### src/hdl/mle_pkg.sv
// shared types, constants and letter tables for the morse letter encoder
package mle_pkg;

    localparam int UNIT_W = 4;
    localparam int CHAR_W = 8;
    localparam int SEG_W  = 3;
    localparam int REG_W  = 2;

    typedef enum logic [REG_W-1:0] {
        REG_DOT        = 2'd0,
        REG_DASH       = 2'd1,
        REG_LETTER_GAP = 2'd2,
        REG_WORD_EXTRA = 2'd3
    } reg_index_t;

    localparam logic [UNIT_W-1:0] DOT_RESET        = 4'd1;
    localparam logic [UNIT_W-1:0] DASH_RESET       = 4'd3;
    localparam logic [UNIT_W-1:0] LETTER_GAP_RESET = 4'd3;
    localparam logic [UNIT_W-1:0] WORD_EXTRA_RESET = 4'd4;

    localparam logic [CHAR_W-1:0] CHAR_UPPER_A = 8'h41;
    localparam logic [CHAR_W-1:0] CHAR_UPPER_Z = 8'h5A;
    localparam logic [CHAR_W-1:0] CHAR_LOWER_A = 8'h61;
    localparam logic [CHAR_W-1:0] CHAR_LOWER_Z = 8'h7A;
    localparam logic [CHAR_W-1:0] CHAR_SPACE   = 8'h20;

    // per-character plan: index of the final segment, symbol bits, space flag
    typedef struct packed {
        logic [SEG_W-1:0] last_seg;
        logic [3:0]       sym_bits;
        logic             is_space;
    } char_plan_t;

    // number of symbols of each letter
    function automatic logic [2:0] sym_count(input logic [4:0] idx);
        logic [2:0] n;
        case (idx)
            5'd4, 5'd19:                                   n = 3'd1;
            5'd0, 5'd8, 5'd12, 5'd13:                      n = 3'd2;
            5'd3, 5'd6, 5'd10, 5'd14, 5'd17, 5'd18,
            5'd20, 5'd22:                                  n = 3'd3;
            5'd1, 5'd2, 5'd5, 5'd7, 5'd9, 5'd11, 5'd15,
            5'd16, 5'd21, 5'd23, 5'd24, 5'd25:             n = 3'd4;
            default:                                       n = 3'd1;
        endcase
        return n;
    endfunction

    // symbol pattern, first symbol in bit 0, set bit is a dash
    function automatic logic [3:0] sym_pattern(input logic [4:0] idx);
        logic [3:0] b;
        case (idx)
            5'd0:  b = 4'd2;
            5'd1:  b = 4'd1;
            5'd2:  b = 4'd5;
            5'd3:  b = 4'd1;
            5'd4:  b = 4'd0;
            5'd5:  b = 4'd4;
            5'd6:  b = 4'd3;
            5'd7:  b = 4'd0;
            5'd8:  b = 4'd0;
            5'd9:  b = 4'd14;
            5'd10: b = 4'd5;
            5'd11: b = 4'd2;
            5'd12: b = 4'd3;
            5'd13: b = 4'd1;
            5'd14: b = 4'd7;
            5'd15: b = 4'd6;
            5'd16: b = 4'd11;
            5'd17: b = 4'd2;
            5'd18: b = 4'd0;
            5'd19: b = 4'd1;
            5'd20: b = 4'd4;
            5'd21: b = 4'd8;
            5'd22: b = 4'd6;
            5'd23: b = 4'd9;
            5'd24: b = 4'd13;
            5'd25: b = 4'd3;
            default: b = 4'd0;
        endcase
        return b;
    endfunction

endpackage

### src/hdl/mle_decode.sv
// character decoder: turns a character code into its segment plan
module mle_decode (
    input  logic [mle_pkg::CHAR_W-1:0] char_code,
    output mle_pkg::char_plan_t        plan
);

    logic [4:0] letter_idx;
    logic       is_letter;
    logic [2:0] n_sym;

    always_comb
    begin
        is_letter  = 1'b0;
        letter_idx = 5'd0;
        if (char_code inside {[mle_pkg::CHAR_UPPER_A:mle_pkg::CHAR_UPPER_Z]})
        begin
            is_letter  = 1'b1;
            letter_idx = 5'(char_code - mle_pkg::CHAR_UPPER_A);
        end
        else if (char_code inside {[mle_pkg::CHAR_LOWER_A:mle_pkg::CHAR_LOWER_Z]})
        begin
            is_letter  = 1'b1;
            letter_idx = 5'(char_code - mle_pkg::CHAR_LOWER_A);
        end
    end

    assign n_sym = mle_pkg::sym_count(letter_idx);

    always_comb
    begin
        plan.sym_bits = mle_pkg::sym_pattern(letter_idx);
        plan.is_space = 1'b0;
        if (is_letter)
        begin
            // symbols and inner gaps, then the letter gap
            plan.last_seg = mle_pkg::SEG_W'({1'b0, n_sym, 1'b0} - 5'd1);
        end
        else if (char_code == mle_pkg::CHAR_SPACE)
        begin
            plan.last_seg = mle_pkg::SEG_W'(1);
            plan.is_space = 1'b1;
        end
        else
        begin
            plan.last_seg = '0;
        end
    end

endmodule

### src/hdl/morse_letter_encoder.sv
// morse letter encoder top level: request register, segment sequencer, output register
//
// input channel: in_valid / in_stall with char_code, one character per request
// output channel: out_valid / out_stall with led_level, duration_units and
// last_segment, one segment per request, last_segment set on the final one
// a letter of n symbols gives 2n segments, a space two, any other code one
// a taken character is registered with its plan; its first segment then moves into
// the output register; throughput: one segment per cycle unless out_stall holds,
// 1 to 8 segments per character; the next character is taken in the cycle its
// predecessor's final segment moves into the output register, so characters follow
// with no idle cycle; timing registers are written via wr_en / wr_index / wr_data;
// the user is to write them only while idle, which the block does not enforce
// reset: channels empty, timing registers at dot 1, dash 3, letter gap 3,
// word extra 4
// out_stall holds the output register; the held character then waits and
// in_stall stays high until its last segment has moved on
module morse_letter_encoder (
    input  logic                              clk,
    input  logic                              rst_n,

    input  logic                              wr_en,
    input  logic [mle_pkg::REG_W-1:0]         wr_index,
    input  logic [mle_pkg::UNIT_W-1:0]        wr_data,

    input  logic                              in_valid,
    output logic                              in_stall,
    input  logic [mle_pkg::CHAR_W-1:0]        char_code,

    output logic                              out_valid,
    input  logic                              out_stall,
    output logic                              led_level,
    output logic [mle_pkg::UNIT_W-1:0]        duration_units,
    output logic                              last_segment
);

    logic [mle_pkg::UNIT_W-1:0] dot_reg;
    logic [mle_pkg::UNIT_W-1:0] dash_reg;
    logic [mle_pkg::UNIT_W-1:0] letter_gap_reg;
    logic [mle_pkg::UNIT_W-1:0] word_extra_reg;

    mle_pkg::char_plan_t        dec_plan;
    mle_pkg::char_plan_t        plan_reg;
    logic                       cur_valid_reg;
    logic                       cur_valid_next;
    logic [mle_pkg::SEG_W-1:0]  seg_reg;
    logic [mle_pkg::SEG_W-1:0]  seg_next;

    logic                       out_valid_reg;
    logic                       out_valid_next;
    logic                       level_reg;
    logic [mle_pkg::UNIT_W-1:0] dur_reg;
    logic                       last_reg;

    logic                       load_out;
    logic                       cur_done;
    logic                       accept;
    logic                       seg_level;
    logic [mle_pkg::UNIT_W-1:0] seg_dur;
    logic                       seg_last;

    mle_decode u_decode (
        .char_code (char_code),
        .plan      (dec_plan)
    );

    // timing registers
    always_ff @(posedge clk or negedge rst_n)
    begin
        if (!rst_n)
        begin
            dot_reg        <= mle_pkg::DOT_RESET;
            dash_reg       <= mle_pkg::DASH_RESET;
            letter_gap_reg <= mle_pkg::LETTER_GAP_RESET;
            word_extra_reg <= mle_pkg::WORD_EXTRA_RESET;
        end
        else if (wr_en)
        begin
            case (mle_pkg::reg_index_t'(wr_index))
                mle_pkg::REG_DOT:        dot_reg        <= wr_data;
                mle_pkg::REG_DASH:       dash_reg       <= wr_data;
                mle_pkg::REG_LETTER_GAP: letter_gap_reg <= wr_data;
                mle_pkg::REG_WORD_EXTRA: word_extra_reg <= wr_data;
                default: ;
            endcase
        end
    end

    // segment selection for the current index
    always_comb
    begin
        seg_last  = (seg_reg == plan_reg.last_seg);
        seg_level = 1'b0;
        seg_dur   = letter_gap_reg;
        if (!seg_last)
        begin
            if (plan_reg.is_space)
            begin
                seg_dur = word_extra_reg;
            end
            else if (seg_reg[0])
            begin
                seg_dur = dot_reg;
            end
            else
            begin
                seg_level = 1'b1;
                seg_dur   = plan_reg.sym_bits[seg_reg[2:1]] ? dash_reg : dot_reg;
            end
        end
    end

    assign load_out = cur_valid_reg && (!out_valid_reg || !out_stall);
    assign cur_done = load_out && seg_last;
    assign in_stall = cur_valid_reg && !cur_done;
    assign accept   = in_valid && !in_stall;

    always_comb
    begin
        cur_valid_next = cur_valid_reg;
        seg_next       = seg_reg;
        if (accept)
        begin
            cur_valid_next = 1'b1;
            seg_next       = '0;
        end
        else if (cur_done)
        begin
            cur_valid_next = 1'b0;
        end
        else if (load_out)
        begin
            seg_next = seg_reg + mle_pkg::SEG_W'(1);
        end
    end

    always_comb
    begin
        out_valid_next = out_valid_reg && out_stall;
        if (load_out)
        begin
            out_valid_next = 1'b1;
        end
    end

    always_ff @(posedge clk or negedge rst_n)
    begin
        if (!rst_n)
        begin
            cur_valid_reg <= 1'b0;
            seg_reg       <= '0;
            out_valid_reg <= 1'b0;
        end
        else
        begin
            cur_valid_reg <= cur_valid_next;
            seg_reg       <= seg_next;
            out_valid_reg <= out_valid_next;
        end
    end

    // payload registers
    always_ff @(posedge clk)
    begin
        if (accept)
        begin
            plan_reg <= dec_plan;
        end
        if (load_out)
        begin
            level_reg <= seg_level;
            dur_reg   <= seg_dur;
            last_reg  <= seg_last;
        end
    end

    assign out_valid      = out_valid_reg;
    assign led_level      = level_reg;
    assign duration_units = dur_reg;
    assign last_segment   = last_reg;

endmodule
### config.mk
export PLATFORM = sky130hd
export DESIGN_NAME = morse_letter_encoder
export DESIGN_NICKNAME = d
export VERILOG_FILES = /design/src/hdl/mle_pkg.sv /design/src/hdl/mle_decode.sv /design/src/hdl/morse_letter_encoder.sv
export SDC_FILE = /design/constraint.sdc
export NUM_CORES = 1
export LEC_CHECK = 0
export ABC_AREA = 1
export BUFFER_PORTS_ARGS = -buffer_cell sky130_fd_sc_hd__buf_2
export CORE_MARGIN = 3
export CORE_UTILIZATION = 58
export CTS_CLUSTER_SIZE = 25
export DETAILED_ROUTE_END_ITERATION = 6
export PLACE_DENSITY = 0.88
export SYNTH_ARGS = -nofsm -noshare
export SYNTH_HDL_FRONTEND = slang
export SYNTH_HIERARCHICAL = 1
export SYNTH_SLANG_ARGS = --single-unit
### constraint.sdc
create_clock -name clk -period 2.15 [get_ports clk]
set_clock_uncertainty 0.1 [all_clocks]
set_input_delay 0.215 -clock clk [delete_from_list [all_inputs] [get_ports clk]]
set_output_delay 0.215 -clock clk [all_outputs]
set_load 0.05 [all_outputs]
==> out/results.ini <==
[yosys]
synth.avg_cell_area_um2=8.21
synth_top_area_cell=edfxtp_1
ys_top_cells_by_area=edfxtp_1, dfrtp_1, nand2_1, dfstp_2, nand3_1
yosysWarnings=6
yosysSeqAreaShare=0.427
synth_nets=302
synthesis.area_um2=2230
yosysTopAreaCellShare=0.188
syn_inst=272
synth.distinct_cells=35
ys_ff_latch=35

[place]
hpwlAfterDp_um=3450
dpl.cell_count=358
preCtsSetupSlack_ps=-177
place_area_um2=2520
io_buffer_count=26
routabilityCongestion=0.904

[setup_path]
critical-path-slowest-cell=xnor2_1
end_kind=flip-flop
cpPeakStageDelay_ps=320
crit_path_cell_trace=buf_2 > inv_1 > ha_1 > buf_4 > xnor2_1 > inv_2 > nand3_4 > nand2_2 > nand3_1 > nand3_2 > nand2_2 > nand2_1 > nand2_1 > nor2_1
crit_required_ps=2100
critPathKind=in -> reg
crit_fanout=9
cp.arrival_ps=1890
cp-start-kind=input pin

[layout]
multi_input_area_um2=1100
layout.nets=350
final.fill_count=258
regArea_um2=953
area_growth_pct=19.7
antennaDiodeCount=0
stdcell_count=367
drive_gt1_frac=0.262
largest_register_ffs=8
design_area_um2=2670

[floorplanning]
coreArea_um2=3520
start_util=0.634
core.rowCount=21
die-area_um2=4630
io_pins=27
die_w_um=68.0
die_h_um=68.0

[route]
drt_iter0_drc=160
drc=0
num_vias=1958
wl_per_cell_um=12.8
drtPass1Iterations=4
wl_um=4690
vias_per_cell=5.34
antenna_left=0

[sta]
min_period_ps=1930
tns_ps=0
tightest_slew_ps=468
drv_slew=0
post-route-period-util=0.899
relSlewSlack=0.688
max_freq_mhz=517
rsz0062_at_grt=no
hold_violations=0
setup_viol=0
setup_ws_ps=216

[power_and_ir_drop]
peakVddDrop_mv=0.307
p_per_area_nw_per_um2=931
p_leak_nw=1.36

[cts]
root_buffer=clkbuf_8
cts_made_buffers=5
clock_tree.buffer_depth=2
clkTransAtPathRegs_ps=70
cts_sinks=35
postCtsSetupBuffers=0
htree_levels=2
cts_tree=yes
clock_latency_ps=300

[global_routing]
grt_max_degree=22
grt_remaining_overflow=0
grt_pass1_vias=1843
track_usage=0.229
grt_pass1_wl_um=7780
antenna_found_initial=0

[worst_hold_path]
hold_class=in -> reg

[run_status]
status=complete, no violations

[job]
cap_violations=0

## per-stage QoR
stage / utilization / power [mW] / hold WS [ps]
floorplan: - / 1.61 / -181
detailed placement: 0.716 / 1.83 / 93.0
CTS: 0.756 / 2.50 / 33.2
global placement: 0.716 / 1.78 / 88.2
global route: 0.759 / 2.65 / 49.6
finish: 0.759 / 2.49 / 37.3
## Yosys cell counts, drive strengths merged
| library cell | number |
|---|---|
| a21oi | 4 |
| a22oi | 1 |
| a31oi | 1 |
| buf | 1 |
| clkinv | 1 |
| dfrtp | 15 |
| dfstp | 6 |
| edfxtp | 14 |
| ha | 11 |
| inv | 42 |
| nand2 | 88 |
| nand3 | 35 |
| nand4 | 8 |
| nor2 | 10 |
| nor4 | 1 |
| o211ai | 1 |
| o21ai | 25 |
| o22ai | 1 |
| o311ai | 1 |
| or2 | 2 |
| xnor2 | 3 |
| xor2 | 1 |
## cell families after synthesis
family / count (synthesis) / share of synthesized area
buffers and inverters: 44 / 0.0835
AOI/OAI and AO/OA: 34 / 0.0863
and+or+nand+nor: 144 / 0.322
DFF: 35 / 0.427
adders and majority gates: 11 / 0.0617
xor gates and xnor gates: 4 / 0.0191
## final cells by class
cell class | instances | area share
clock inverter | 2 | 0.0140
timing repair buffer | 42 | 0.0946
sequential | 35 | 0.357
tap | 46 | 0.0215
clock buffer | 6 | 0.0351
inverter | 43 | 0.0655
multi-input combinational | 193 | 0.412
## timing repair
action | 4_1_cts | 5_1_grt
setup endpoints to repair | 0 | 2
hold buffers | 1 | 0
gates resized for setup | 0 | 3
hold endpoints to repair | 15 | 0
## metal layers
metal  wire, um  part of all wire  vias to the layer above  global-route usage
li1           -                 -                      987                   -
met1       1850              0.39                      882               0.258
met2       2420              0.52                       76               0.404
met3        285             0.061                       13              0.0525
met4        140             0.030                        0               0.109
met5          0                 0                        -                   0
## power by group
group	switching, mW	internal [mW]	total [mW]
registers	0.0882	0.870	0.958
logic	0.604	0.268	0.872
clock network	0.243	0.415	0.659
total	0.935	1.55	2.49
## path summary, 6_finish.rpt
kind | from | to | slack, ps | depth (start not counted)
hold / removal | in_valid | cur_valid_reg | 40 | 3
setup reg to reg | seg_reg[1] | duration_units[2] | 430 | 9
hold reg to reg | word_extra_reg[1] | word_extra_reg[1] | 390 | 2
setup / recovery | char_code[1] | plan_reg[7] | 220 | 14
max in group asynchronous | rst_n | dot_reg[0] | 1310 | 2
min in group asynchronous | rst_n | word_extra_reg[0] | 290 | 2
## critical path, delay by kind of cell
| family | cells | cell delay, ps |
|---|---|---|
| buffers and inverters | 4 | 470 |
| adder cells (fa/ha/maj) | 1 | 220 |
| AND/OR/NAND/NOR | 8 | 650 |
| XOR/XNOR | 1 | 320 |
## cell usage in the layout (no fill, tap or decap), types with 11 or more instances in the layout
master | Yosys | layout
dfrtp_1 | 15 | 15
o21ai_0 | 24 | 24
buf_2 | 0 | 26
nand3_1 | 28 | 28
nand2_1 | 82 | 80
buf_4 | 0 | 15
edfxtp_1 | 14 | 14
ha_1 | 11 | 11
inv_1 | 34 | 34
No activity file was read; power rests on OpenSTA's default activity.
